### config.mk
export PLATFORM = sky130hd
export DESIGN_NAME = extent_offset_translator
export DESIGN_NICKNAME = d
export VERILOG_FILES = /design/src/eot_pkg.sv /design/src/eot_table.sv /design/src/eot_walker.sv /design/src/extent_offset_translator.sv
export SDC_FILE = /design/constraint.sdc
export NUM_CORES = 1
export LEC_CHECK = 0
export BUFFER_PORTS_ARGS = -buffer_cell sky130_fd_sc_hd__buf_2
export CORE_AREA = 2 2 359 361
export CTS_BUF_LIST = sky130_fd_sc_hd__clkbuf_8
export DETAILED_ROUTE_END_ITERATION = 7
export DIE_AREA = 0 0 361 363
export GPL_ROUTABILITY_DRIVEN = 0
export GPL_TIMING_DRIVEN = 0
export PLACE_DENSITY = 0.56
export REMOVE_ABC_BUFFERS = 1
export SYNTH_ARGS = -nofsm -noshare
export SYNTH_HDL_FRONTEND = slang
export SYNTH_SLANG_ARGS = --single-unit
### constraint.sdc
create_clock -name clk -period 10.2 [get_ports clk]
set_input_delay 2.04 -clock clk [delete_from_list [all_inputs] [get_ports clk]]
set_output_delay 2.04 -clock clk [all_outputs]
set_load 0.01 [all_outputs]
### src/eot_pkg.sv
// Shared types, widths and codes for the extent offset translator.
`default_nettype none

package eot_pkg;

	localparam int MAX_EXTENTS_DEF = 8;
	// A load can address only this many table entries.
	localparam int SLOT_COUNT = 8;

	localparam int OP_W    = 2;
	localparam int SLOT_W  = 3;
	localparam int BANK_W  = 8;
	localparam int ADDR_W  = 16;
	localparam int OFF_W   = 24;
	localparam int EXT_W   = 4;

	localparam logic [OP_W-1:0] OP_LOAD = 2'd0;
	localparam logic [OP_W-1:0] OP_SEEK = 2'd1;
	localparam logic [OP_W-1:0] OP_READ = 2'd2;

	localparam logic KIND_CHUNK = 1'b0;
	localparam logic KIND_DONE  = 1'b1;

	localparam logic STAT_OK  = 1'b0;
	localparam logic STAT_EOF = 1'b1;

	typedef struct packed {
		logic [BANK_W-1:0] bank;
		logic [ADDR_W-1:0] start;
		logic [ADDR_W-1:0] size;
	} ext_entry_t;

	typedef struct packed {
		logic              en;
		logic [SLOT_W-1:0] addr;
		logic              valid;
		ext_entry_t        entry;
	} tbl_wr_t;

	typedef struct packed {
		logic              kind;
		logic [BANK_W-1:0] bank;
		logic [ADDR_W-1:0] addr;
		logic [ADDR_W-1:0] len;
		logic [ADDR_W-1:0] covered;
		logic              status;
		logic [EXT_W-1:0]  ext;
		logic [ADDR_W-1:0] pos;
		logic [OFF_W-1:0]  off;
		logic              last;
	} result_t;

endpackage

`default_nettype wire

### src/eot_table.sv
// Extent table: synchronous memory for bank, start and size, with valid flags in flip-flops.
`default_nettype none

module eot_table #(
	parameter int MAX_EXTENTS = eot_pkg::MAX_EXTENTS_DEF
) (
	input  wire                           clk,
	input  wire                           arst_n,
	input  eot_pkg::tbl_wr_t              wr,
	input  wire  [eot_pkg::EXT_W-1:0]     rd_idx,
	output eot_pkg::ext_entry_t           rd_entry,
	input  wire  [eot_pkg::EXT_W-1:0]     chk_idx,
	output logic                          chk_usable
);
	import eot_pkg::*;

	localparam int DEPTH = (MAX_EXTENTS < SLOT_COUNT) ? MAX_EXTENTS : SLOT_COUNT;
	localparam int AW    = (DEPTH > 1) ? $clog2(DEPTH) : 1;
	localparam int VW    = 1 << AW;

	ext_entry_t       mem [DEPTH];
	ext_entry_t       rd_q;
	logic [DEPTH-1:0] valid_q;
	logic [VW-1:0]    valid_pad;

	always_ff @(posedge clk) begin
		if (wr.en) begin
			mem[wr.addr[AW-1:0]] <= wr.entry;
		end
		rd_q <= mem[rd_idx[AW-1:0]];
	end

	always_ff @(posedge clk or negedge arst_n) begin
		if (!arst_n) begin
			valid_q <= '0;
		end else if (wr.en) begin
			valid_q[wr.addr[AW-1:0]] <= wr.valid;
		end
	end

	assign valid_pad  = VW'(valid_q);
	assign chk_usable = (int'(chk_idx) < DEPTH) && valid_pad[chk_idx[AW-1:0]];
	assign rd_entry   = rd_q;

endmodule

`default_nettype wire

### src/eot_walker.sv
// Operation sequencer: walks the extent table for seeks and reads and produces result items.
`default_nettype none

module eot_walker #(
	parameter int MAX_EXTENTS = eot_pkg::MAX_EXTENTS_DEF
) (
	input  wire                            clk,
	input  wire                            arst_n,
	input  wire                            in_valid,
	output logic                           in_ready,
	input  wire  [eot_pkg::OP_W-1:0]       operation,
	input  wire  [eot_pkg::SLOT_W-1:0]     extent_slot,
	input  wire                            extent_valid,
	input  wire  [eot_pkg::BANK_W-1:0]     extent_bank,
	input  wire  [eot_pkg::ADDR_W-1:0]     extent_start,
	input  wire  [eot_pkg::ADDR_W-1:0]     extent_end,
	input  wire  [eot_pkg::OFF_W-1:0]      seek_offset,
	input  wire  [eot_pkg::ADDR_W-1:0]     read_count,
	output eot_pkg::tbl_wr_t               tbl_wr,
	output logic [eot_pkg::EXT_W-1:0]      rd_idx,
	input  eot_pkg::ext_entry_t            rd_entry,
	output logic [eot_pkg::EXT_W-1:0]      chk_idx,
	input  wire                            chk_usable,
	input  wire                            res_room,
	output logic                           res_push,
	output eot_pkg::result_t               res
);
	import eot_pkg::*;

	localparam int DEPTH = (MAX_EXTENTS < SLOT_COUNT) ? MAX_EXTENTS : SLOT_COUNT;
	localparam int AW    = (DEPTH > 1) ? $clog2(DEPTH) : 1;
	localparam int CW    = $clog2(DEPTH + 1);

	typedef enum logic [1:0] {ST_IDLE, ST_WALK, ST_EMIT, ST_DONE} state_t;

	typedef struct packed {
		logic [BANK_W-1:0] bank;
		logic [ADDR_W-1:0] addr;
		logic [ADDR_W-1:0] len;
	} chunk_t;

	state_t             state_q;
	logic               is_seek_q;
	logic [EXT_W-1:0]   idx_q;
	logic [ADDR_W-1:0]  pos_q;
	logic [OFF_W-1:0]   off_q;
	logic [OFF_W-1:0]   rest_q;
	logic [OFF_W-1:0]   target_q;
	logic [ADDR_W-1:0]  n_q;
	logic [ADDR_W-1:0]  cov_q;
	logic               status_q;
	logic [EXT_W-1:0]   cur_ext_q;
	logic [ADDR_W-1:0]  cur_pos_q;
	logic [OFF_W-1:0]   offset_q;
	logic [CW-1:0]      nchunk_q;
	logic [CW-1:0]      emit_q;
	chunk_t             chunk_buf_q [DEPTH];

	logic               accept;
	logic [ADDR_W-1:0]  left;
	logic [ADDR_W-1:0]  chunk;
	logic [ADDR_W-1:0]  pos_sum;
	logic               past_end;
	logic               seek_hit;
	logic               read_step;
	chunk_t             emit_chunk;

	assign in_ready = (state_q == ST_IDLE);
	assign accept   = in_valid && in_ready;

	assign tbl_wr.en          = accept && (operation == OP_LOAD) && (int'(extent_slot) < DEPTH);
	assign tbl_wr.addr        = extent_slot;
	assign tbl_wr.valid       = extent_valid;
	assign tbl_wr.entry.bank  = extent_bank;
	assign tbl_wr.entry.start = extent_start;
	assign tbl_wr.entry.size  = extent_end - extent_start;

	// The walk only ever moves forward one extent, so the next entry is fetched speculatively.
	always_comb begin
		if (state_q == ST_IDLE) begin
			rd_idx = (operation == OP_SEEK) ? '0 : cur_ext_q;
		end else begin
			rd_idx = idx_q + EXT_W'(1);
		end
	end

	assign chk_idx   = idx_q;
	assign left      = rd_entry.size - pos_q;
	assign chunk     = (n_q < left) ? n_q : left;
	assign pos_sum   = pos_q + chunk;
	assign past_end  = (pos_sum >= rd_entry.size);
	assign seek_hit  = (rest_q < OFF_W'(rd_entry.size));
	assign read_step = (state_q == ST_WALK) && !is_seek_q && (n_q != '0) && chk_usable;

	always_ff @(posedge clk) begin
		if (read_step && (chunk != '0)) begin
			chunk_buf_q[nchunk_q[AW-1:0]] <= '{bank: rd_entry.bank,
				addr: rd_entry.start + pos_q, len: chunk};
		end
	end

	assign emit_chunk = chunk_buf_q[emit_q[AW-1:0]];
	assign res_push   = res_room && ((state_q == ST_EMIT) || (state_q == ST_DONE));

	always_comb begin
		res.ext = cur_ext_q;
		res.pos = cur_pos_q;
		res.off = offset_q;
		if (state_q == ST_EMIT) begin
			res.kind    = KIND_CHUNK;
			res.bank    = emit_chunk.bank;
			res.addr    = emit_chunk.addr;
			res.len     = emit_chunk.len;
			res.covered = '0;
			res.status  = STAT_OK;
			res.last    = 1'b0;
		end else begin
			res.kind    = KIND_DONE;
			res.bank    = '0;
			res.addr    = '0;
			res.len     = '0;
			res.covered = cov_q;
			res.status  = status_q;
			res.last    = 1'b1;
		end
	end

	always_ff @(posedge clk or negedge arst_n) begin
		if (!arst_n) begin
			state_q   <= ST_IDLE;
			is_seek_q <= 1'b0;
			idx_q     <= '0;
			pos_q     <= '0;
			off_q     <= '0;
			rest_q    <= '0;
			target_q  <= '0;
			n_q       <= '0;
			cov_q     <= '0;
			status_q  <= STAT_OK;
			cur_ext_q <= '0;
			cur_pos_q <= '0;
			offset_q  <= '0;
			nchunk_q  <= '0;
			emit_q    <= '0;
		end else begin
			unique case (state_q)
				ST_IDLE: begin
					if (accept) begin
						cov_q    <= '0;
						status_q <= STAT_OK;
						case (operation)
							OP_SEEK: begin
								is_seek_q <= 1'b1;
								idx_q     <= '0;
								rest_q    <= seek_offset;
								target_q  <= seek_offset;
								state_q   <= ST_WALK;
							end
							OP_READ: begin
								is_seek_q <= 1'b0;
								idx_q     <= cur_ext_q;
								pos_q     <= cur_pos_q;
								off_q     <= offset_q;
								n_q       <= read_count;
								nchunk_q  <= '0;
								state_q   <= ST_WALK;
							end
							default: begin
								state_q <= ST_DONE;
							end
						endcase
					end
				end
				ST_WALK: begin
					if (is_seek_q) begin
						if (!chk_usable) begin
							// Offset lies beyond the last extent: state is left alone.
							status_q <= STAT_EOF;
							state_q  <= ST_DONE;
						end else if (seek_hit) begin
							cur_ext_q <= idx_q;
							cur_pos_q <= rest_q[ADDR_W-1:0];
							offset_q  <= target_q;
							state_q   <= ST_DONE;
						end else begin
							rest_q <= rest_q - OFF_W'(rd_entry.size);
							idx_q  <= idx_q + EXT_W'(1);
						end
					end else if (read_step) begin
						cov_q <= cov_q + chunk;
						n_q   <= n_q - chunk;
						off_q <= off_q + OFF_W'(chunk);
						if (chunk != '0) begin
							nchunk_q <= nchunk_q + CW'(1);
						end
						if (past_end) begin
							idx_q <= idx_q + EXT_W'(1);
							pos_q <= '0;
						end else begin
							pos_q <= pos_sum;
						end
					end else begin
						cur_ext_q <= idx_q;
						cur_pos_q <= pos_q;
						offset_q  <= off_q;
						status_q  <= (n_q != '0) ? STAT_EOF : STAT_OK;
						emit_q    <= '0;
						state_q   <= (nchunk_q != '0) ? ST_EMIT : ST_DONE;
					end
				end
				ST_EMIT: begin
					if (res_room) begin
						if (emit_q == nchunk_q - CW'(1)) begin
							state_q <= ST_DONE;
						end else begin
							emit_q <= emit_q + CW'(1);
						end
					end
				end
				ST_DONE: begin
					if (res_room) begin
						state_q <= ST_IDLE;
					end
				end
				default: begin
					state_q <= ST_IDLE;
				end
			endcase
		end
	end

endmodule

`default_nettype wire

### src/extent_offset_translator.sv
// Top level of the extent offset translator: extent table, sequencer and output register.
`default_nettype none

// Translates linear offsets of one open file into bank/address chunks over a table of up to
// eight extents. Items are taken one at a time. A load, or an unknown operation, goes straight
// to its done transfer. A seek walks the table from the first extent to the one that holds the
// offset and then gives its done transfer; a read walks the extents that it visits, then gives
// one transfer per chunk and then the done transfer, since the current position is reported on
// every result and is known only when the walk ends. The walk steps one extent per cycle, limited
// by the single read port of the extent memory. The output register lets the next item be
// accepted while the last done transfer is still waiting. The table comes out of reset with every
// entry invalid; no clearing pass is needed.
module extent_offset_translator #(
	parameter int MAX_EXTENTS = eot_pkg::MAX_EXTENTS_DEF
) (
	input  wire                          clk,
	input  wire                          arst_n,
	input  wire                          in_valid,
	output logic                         in_ready,
	input  wire  [eot_pkg::OP_W-1:0]     operation,
	input  wire  [eot_pkg::SLOT_W-1:0]   extent_slot,
	input  wire                          extent_valid,
	input  wire  [eot_pkg::BANK_W-1:0]   extent_bank,
	input  wire  [eot_pkg::ADDR_W-1:0]   extent_start,
	input  wire  [eot_pkg::ADDR_W-1:0]   extent_end,
	input  wire  [eot_pkg::OFF_W-1:0]    seek_offset,
	input  wire  [eot_pkg::ADDR_W-1:0]   read_count,
	output logic                         out_valid,
	input  wire                          out_ready,
	output logic                         result_kind,
	output logic [eot_pkg::BANK_W-1:0]   chunk_bank,
	output logic [eot_pkg::ADDR_W-1:0]   chunk_address,
	output logic [eot_pkg::ADDR_W-1:0]   chunk_length,
	output logic [eot_pkg::ADDR_W-1:0]   bytes_covered,
	output logic                         status,
	output logic [eot_pkg::EXT_W-1:0]    extent_now,
	output logic [eot_pkg::ADDR_W-1:0]   position_now,
	output logic [eot_pkg::OFF_W-1:0]    offset_now,
	output logic                         last
);
	import eot_pkg::*;

	tbl_wr_t          tbl_wr;
	logic [EXT_W-1:0] rd_idx;
	ext_entry_t       rd_entry;
	logic [EXT_W-1:0] chk_idx;
	logic             chk_usable;
	logic             res_room;
	logic             res_push;
	result_t          res;
	logic             out_valid_q;
	result_t          out_q;

	eot_table #(
		.MAX_EXTENTS (MAX_EXTENTS)
	) u_table (
		.clk        (clk),
		.arst_n     (arst_n),
		.wr         (tbl_wr),
		.rd_idx     (rd_idx),
		.rd_entry   (rd_entry),
		.chk_idx    (chk_idx),
		.chk_usable (chk_usable)
	);

	eot_walker #(
		.MAX_EXTENTS (MAX_EXTENTS)
	) u_walker (
		.clk          (clk),
		.arst_n       (arst_n),
		.in_valid     (in_valid),
		.in_ready     (in_ready),
		.operation    (operation),
		.extent_slot  (extent_slot),
		.extent_valid (extent_valid),
		.extent_bank  (extent_bank),
		.extent_start (extent_start),
		.extent_end   (extent_end),
		.seek_offset  (seek_offset),
		.read_count   (read_count),
		.tbl_wr       (tbl_wr),
		.rd_idx       (rd_idx),
		.rd_entry     (rd_entry),
		.chk_idx      (chk_idx),
		.chk_usable   (chk_usable),
		.res_room     (res_room),
		.res_push     (res_push),
		.res          (res)
	);

	// The register may be refilled in the same cycle as its transfer completes.
	assign res_room = !out_valid_q || out_ready;

	always_ff @(posedge clk or negedge arst_n) begin
		if (!arst_n) begin
			out_valid_q <= 1'b0;
		end else if (res_push) begin
			out_valid_q <= 1'b1;
		end else if (out_ready) begin
			out_valid_q <= 1'b0;
		end
	end

	always_ff @(posedge clk) begin
		if (res_push) begin
			out_q <= res;
		end
	end

	assign out_valid     = out_valid_q;
	assign result_kind   = out_q.kind;
	assign chunk_bank    = out_q.bank;
	assign chunk_address = out_q.addr;
	assign chunk_length  = out_q.len;
	assign bytes_covered = out_q.covered;
	assign status        = out_q.status;
	assign extent_now    = out_q.ext;
	assign position_now  = out_q.pos;
	assign offset_now    = out_q.off;
	assign last          = out_q.last;

endmodule

`default_nettype wire

==> results of run 1 <==
path summary, 6_finish.rpt:
kind	cells after the start	slack, ps	endpoint	start
worst max-delay path	32	990	u_walker.chk_idx[2]$_DFFE_PN0P_	u_walker.pos_q[6]$_DFFE_PN0P_
worst min-delay path	0	470	offset_now[7]$_DFFE_PP_	u_walker.offset_q[7]$_DFFE_PN0P_
worst max register to register	32	990	u_walker.chk_idx[2]$_DFFE_PN0P_	u_walker.pos_q[6]$_DFFE_PN0P_
worst min register to register	0	470	offset_now[7]$_DFFE_PP_	u_walker.offset_q[7]$_DFFE_PN0P_
max in group asynchronous	3	8010	u_walker.is_seek_q$_DFFE_PN0P_	arst_n
min in group asynchronous	1	1060	u_walker.cov_q[5]$_DFFE_PN0P_	arst_n
state kept, by name, summed over array words and instances, names as in the netlist, 24 cells and up:
| register | flops |
|---|---|
| u_walker.target_q | 24 |
| u_walker.chunk_buf_q | 320 |
| u_table.mem | 320 |
| u_walker.rest_q | 24 |
| u_walker.offset_q | 24 |
| u_walker.off_q | 24 |
| u_table.rd_entry | 40 |
| offset_now | 24 |
kinds of logic after synthesis:
logic type | after synthesis
xor gates and xnor gates | 103
muxes | 221
AOI/OAI and AO/OA | 544
adders and majority gates | 172
DFF | 971
and+or+nand+nor | 1228
buffers and inverters | 303
metal layers:
layer,global-route usage,share of wire,vias up
met1,0.229,0.44,13900
met3,0.0299,0.042,214
li1,-,-,13600
met5,0,0.00031,-
met4,0.0823,0.042,6
met2,0.288,0.48,624
timing repair:
action | in CTS | in global routing
hold buffers | 0 | 0
gates resized for setup | 0 | 3
endpoints found under the setup margin | 0 | 20
setup buffers | 0 | 0
through the flow:
step	setup TNS (ps)	setup WS [ps]	instance area (sq um)	util	hold WS (ps)
finish	0	990	51500	0.405	471
global route	0	287	51500	0.405	490
CTS	0	335	51400	0.405	476
detailed placement	0	360	48200	0.379	462
global placement	-1144050	-5880	46500	0.366	459
floorplan	0	939	43500	-	440
worst max-delay path, delay by kind of cell (launching register included):
| kind | cells | cell delay, ps |
|---|---|---|
| xor gates and xnor gates | 2 | 600 |
| and+or+nand+nor | 6 | 1160 |
| DFF | 1 | 530 |
| adders and majority gates | 4 | 1390 |
| buffers and inverters | 3 | 680 |
| AOI/OAI and AO/OA | 17 | 4730 |
synthesized netlist by cell type (40+ instances only):
cell,number,share of area
nor2_1,223,0.019
clkbuf_1,118,0.010
inv_1,139,0.012
dfrtp_1,189,0.11
mux2i_1,123,0.028
dfxtp_1,40,0.018
nand3_1,237,0.027
xnor2_1,81,0.016
edfxtp_1,742,0.51
a21oi_1,184,0.021
nor3_1,44,0.0050
ha_1,164,0.047
nand2_1,573,0.049
mux4_2,82,0.042
a21o_1,42,0.0071
o21ai_0,138,0.016
layout by cell type, fill, tap and decap left out, types with 18 or more instances in the layout:
cell type and count:
xor2_1 22, a21oi_1 179, o21ai_0 131, clkbuf_8 185
dfxtp_1 40, dfrtp_1 185, nor3_1 41, inv_1 200
nor2b_1 36, nand3_1 236, mux2i_1 123, a21o_1 40
nand2b_1 20, edfxtp_1 742, ha_1 163, buf_12 22
nor2_1 215, and3_1 22, mux4_2 82, xnor2_1 81
buf_6 23, buf_2 193, buf_16 18, buf_4 23
nand2_1 573, clkinv_2 19
layout make-up:
cell class	count	share of cell area
Antenna cell	5	0.000243
Multi-Input combinational cell	2268	0.299
Timing Repair Buffer	282	0.0462
Timing Repair inverter	1	0.0000972
Clock inverter	117	0.0142
Clock buffer	185	0.0494
Tap cell	1662	0.0404
Sequential cell	971	0.540
Inverter	141	0.0104
==> flow_metrics.tcl, run 1 <==
set metrics [dict create \
    worst_pin_slew_ps 1220 \
    fin_crit_ps 9210 \
    crit_type "reg -> reg" \
    report.final.slew_viol_count 0 \
    setup_violations 0 \
    status "completed" \
    syn_inst 3542 \
    slowest_delay_ps 600 \
    seq_area_frac_synth 0.630 \
    synthSimpleGateAreaFrac 0.122 \
    antenna_left 0 \
    synth_compound_area_frac 0.0767 \
    die_y_microns 363 \
    pin_count 195 \
    grt_usage 0.176 \
    syn_area_sq_um 44100 \
    clk_latency_ps 880 \
    maxSlewHeadroom 0.188 \
    cts_max_level 4 \
    required_ps 10960 \
    initial_utilization 0.347 \
    drive_above_1_share 0.167 \
    cts_tree "built" \
    die_x_microns 361 \
    ys_warn_count 0 \
    path_clk_slew_ps 60 \
    cts_buffers 161 \
    fmax_mhz 109 \
    seq_area_sq_um 27800 \
    cap_violations 0 \
    io_buffers 194 \
    fin_crit_sh 0.903 \
    final_nets 4088 \
    end_kind "register" \
    core_area_sq_um 127000 \
    synth-seq-cells 971 \
    synth_area_per_cell_sq_um 12.5 \
    finalWirelength_microns 116000 \
    synth_top_family_by_area "simple AND/OR/NAND/NOR gates" \
    multi_input_area_sq_um 15400 \
    numClockSinks 971 \
    hp-class "reg -> reg" \
    grt_overflow 0 \
    final_cells 5632 \
    cts_buffer_depth 3 \
    drc 0 \
    grt_pass1_vias 28100 \
    synthXorXnorAreaFrac 0.0204 \
    path_max_fanout 16 \
    critical_path.most_common_cell "ha_1" \
    dr.pass1.iters 5 \
    yosysUniqueCellTypes 78 \
    hold_violations 0 \
    cts_root_buffer "clkbuf_8" \
    slowest_stage "a21o_1" \
    fin_skew_ps 33.5 \
    drtIter0Drc 1928 \
    cp.arrival_ps 9970 \
    grt_start_max_net_pins 95 \
    grt_pass1_wl_microns 175000 \
    vias 28300 \
    antenna_found_initial 11 \
    die-area_sq_um 131000 \
    dp_cells 5323 \
    rows 131 \
    hpwl_microns 78600 \
    rsz0062_at_grt "no" \
    wire_per_inst_microns 20.5 \
    vias_per_cell 5.03 \
    synthFlopType "edfxtp_1" \
    area_growth_pct 16.7 \
    synth_fa_ha_area_frac 0.0501 \
    startpoint_type "register" \
    synthArstFlopShare 0.195 \
    synth_mux_area_frac 0.0738 \
    synth_edf_count 742 \
    filler_cell_count 11800 \
]
Power of run 1 is left out: the tool's default activity adds up to more than one toggle a clock period on the data nets, which glitch-free logic cannot reach.
==> inputs of run 2 (changes only) <==
MAX_ROUTING_LAYER = met4   (was default)
==> run 2 against run 1 <==
  * Final area is essentially flat
  * Register-to-register slack got worse by 30 ps
  * Maximum frequency fell by 0.37%
  * Hold slack got worse by 1.1 ps
  * Clock skew decreased by 2.4 ps
  * Critical path depth stayed put
  * Flip-flop and latch count did not move
  * Largest cell class unchanged
  * Worst setup slack got worse by 34 ps
  * Final cell count about the same
  * Via count down 0.21%
==> flow_metrics.tcl, run 2 (same netlist as run 1, synthesis figures left out) <==
set metrics [dict create \
    die-area_sq_um 131000 \
    numClockSinks 971 \
    hp-class "reg -> reg" \
    antenna_left 0 \
    dp_slack_ps 360 \
    hpwl_microns 78600 \
    fmax_mhz 108 \
    startpoint_type "register" \
    die_y_microns 363 \
    grt_pass1_wl_microns 175000 \
    worst_slack_ps 955 \
    grt_overflow 0 \
    initial_utilization 0.347 \
    dp_cells 5323 \
    crit_type "reg -> reg" \
    slowest_delay_ps 610 \
    rsz0062_at_grt "no" \
    die_x_microns 361 \
    drtIter0Drc 1897 \
    critical_path.most_common_cell "ha_1" \
    report.final.slew_viol_count 0 \
    fin_skew_ps 31.1 \
    slowest_stage "o21ai_1" \
    cp.arrival_ps 9990 \
    pin_count 195 \
    required_ps 10950 \
    cap_violations 0 \
    drc 0 \
    cts_max_level 4 \
    grt_start_max_net_pins 95 \
    rows 131 \
    wire_per_inst_microns 20.5 \
    mostFrequentLayoutCell "edfxtp_1" \
    clk_latency_ps 870 \
    hold_violations 0 \
    cts_buffers 161 \
    cts_setup_buffers 0 \
    r2r_setup_slack_ps 960 \
    cts_resized 0 \
    utilization 0.405 \
    end_kind "register" \
    cts_buffer_depth 3 \
    area_growth_pct 16.7 \
    setup_violations 0 \
    vias_per_cell 5.02 \
    drive_above_1_share 0.167 \
    fin_crit_sh 0.906 \
    final_cell_mix "742 x edfxtp_1, 573 x nand2_1, 236 x nand3_1, 215 x nor2_1, 200 x inv_1" \
    final_nets 4088 \
    postCtsHoldBufs 0 \
    dr.pass1.iters 6 \
    antenna_found_initial 12 \
    status "completed" \
    maxSlewHeadroom 0.164 \
    core_area_sq_um 127000 \
    hold_ws_ps 470 \
    filler_cell_count 11800 \
    grt_usage 0.182 \
    seq_area_sq_um 27800 \
    path_max_fanout 16 \
    finalWirelength_microns 116000 \
    fin_crit_ps 9240 \
    vias 28300 \
    cts_root_buffer "clkbuf_8" \
    grt_pass1_vias 28100 \
    final_cells 5634 \
    cts_tree "built" \
    io_buffers 194 \
    worst_pin_slew_ps 1250 \
    path_clk_slew_ps 60 \
    multi_input_area_sq_um 15400 \
]
[run 2: changes by cell type in the layout (fill, tap and decap cells not counted)]
cell	before	now
diode_2	5	7
[run 2: routing by layer]
layer	wire length (microns)	track usage
met4	4860	0.0819
met2	55200	0.289
met3	5410	0.0308
met5	0	-
met1	50300	0.228
[run 2: worst max-delay path, delay by kind of cell, from the launching register on]
kind | cells | cell delay (ps)
buffers and inverters | 4 | 910
adders and majority gates | 4 | 1260
and+or+nand+nor | 5 | 770
xor gates and xnor gates | 2 | 600
DFF | 1 | 530
AOI/OAI and AO/OA | 17 | 5030
[run 2: area by class of cell]
type | count | share of cell area
timing repair buffer | 282 | 0.0462
clock inverter | 117 | 0.0142
sequential | 971 | 0.540
inverter | 141 | 0.0104
timing repair inverter | 1 | 0.0000972
clock buffer | 185 | 0.0494
tap | 1662 | 0.0404
antenna | 7 | 0.000340
multi-input combinational | 2268 | 0.299
[run 2: worst paths after layout]
check,startpoint,end,cells after the start
min in group asynchronous,arst_n,u_walker.cov_q[5]$_DFFE_PN0P_,1
setup reg to reg,u_walker.pos_q[6]$_DFFE_PN0P_,u_walker.chk_idx[2]$_DFFE_PN0P_,32
max in group asynchronous,arst_n,u_walker.pos_q[12]$_DFFE_PN0P_,3
setup / recovery,u_walker.pos_q[6]$_DFFE_PN0P_,u_walker.chk_idx[2]$_DFFE_PN0P_,32
hold reg to reg,u_walker.offset_q[7]$_DFFE_PN0P_,offset_now[7]$_DFFE_PP_,0
hold / removal,u_walker.offset_q[7]$_DFFE_PN0P_,offset_now[7]$_DFFE_PP_,0
[run 2: metrics by stage]
stage / TNS (ps) / instance area (sq um)
after floorplan: 0 / 43500
after CTS: 0 / 51400
after global placement: -1144050 / 46500
after global routing: 0 / 51500
after detailed placement: 0 / 48200
final: 0 / 51500
Power of run 2 is left out for the same reason.
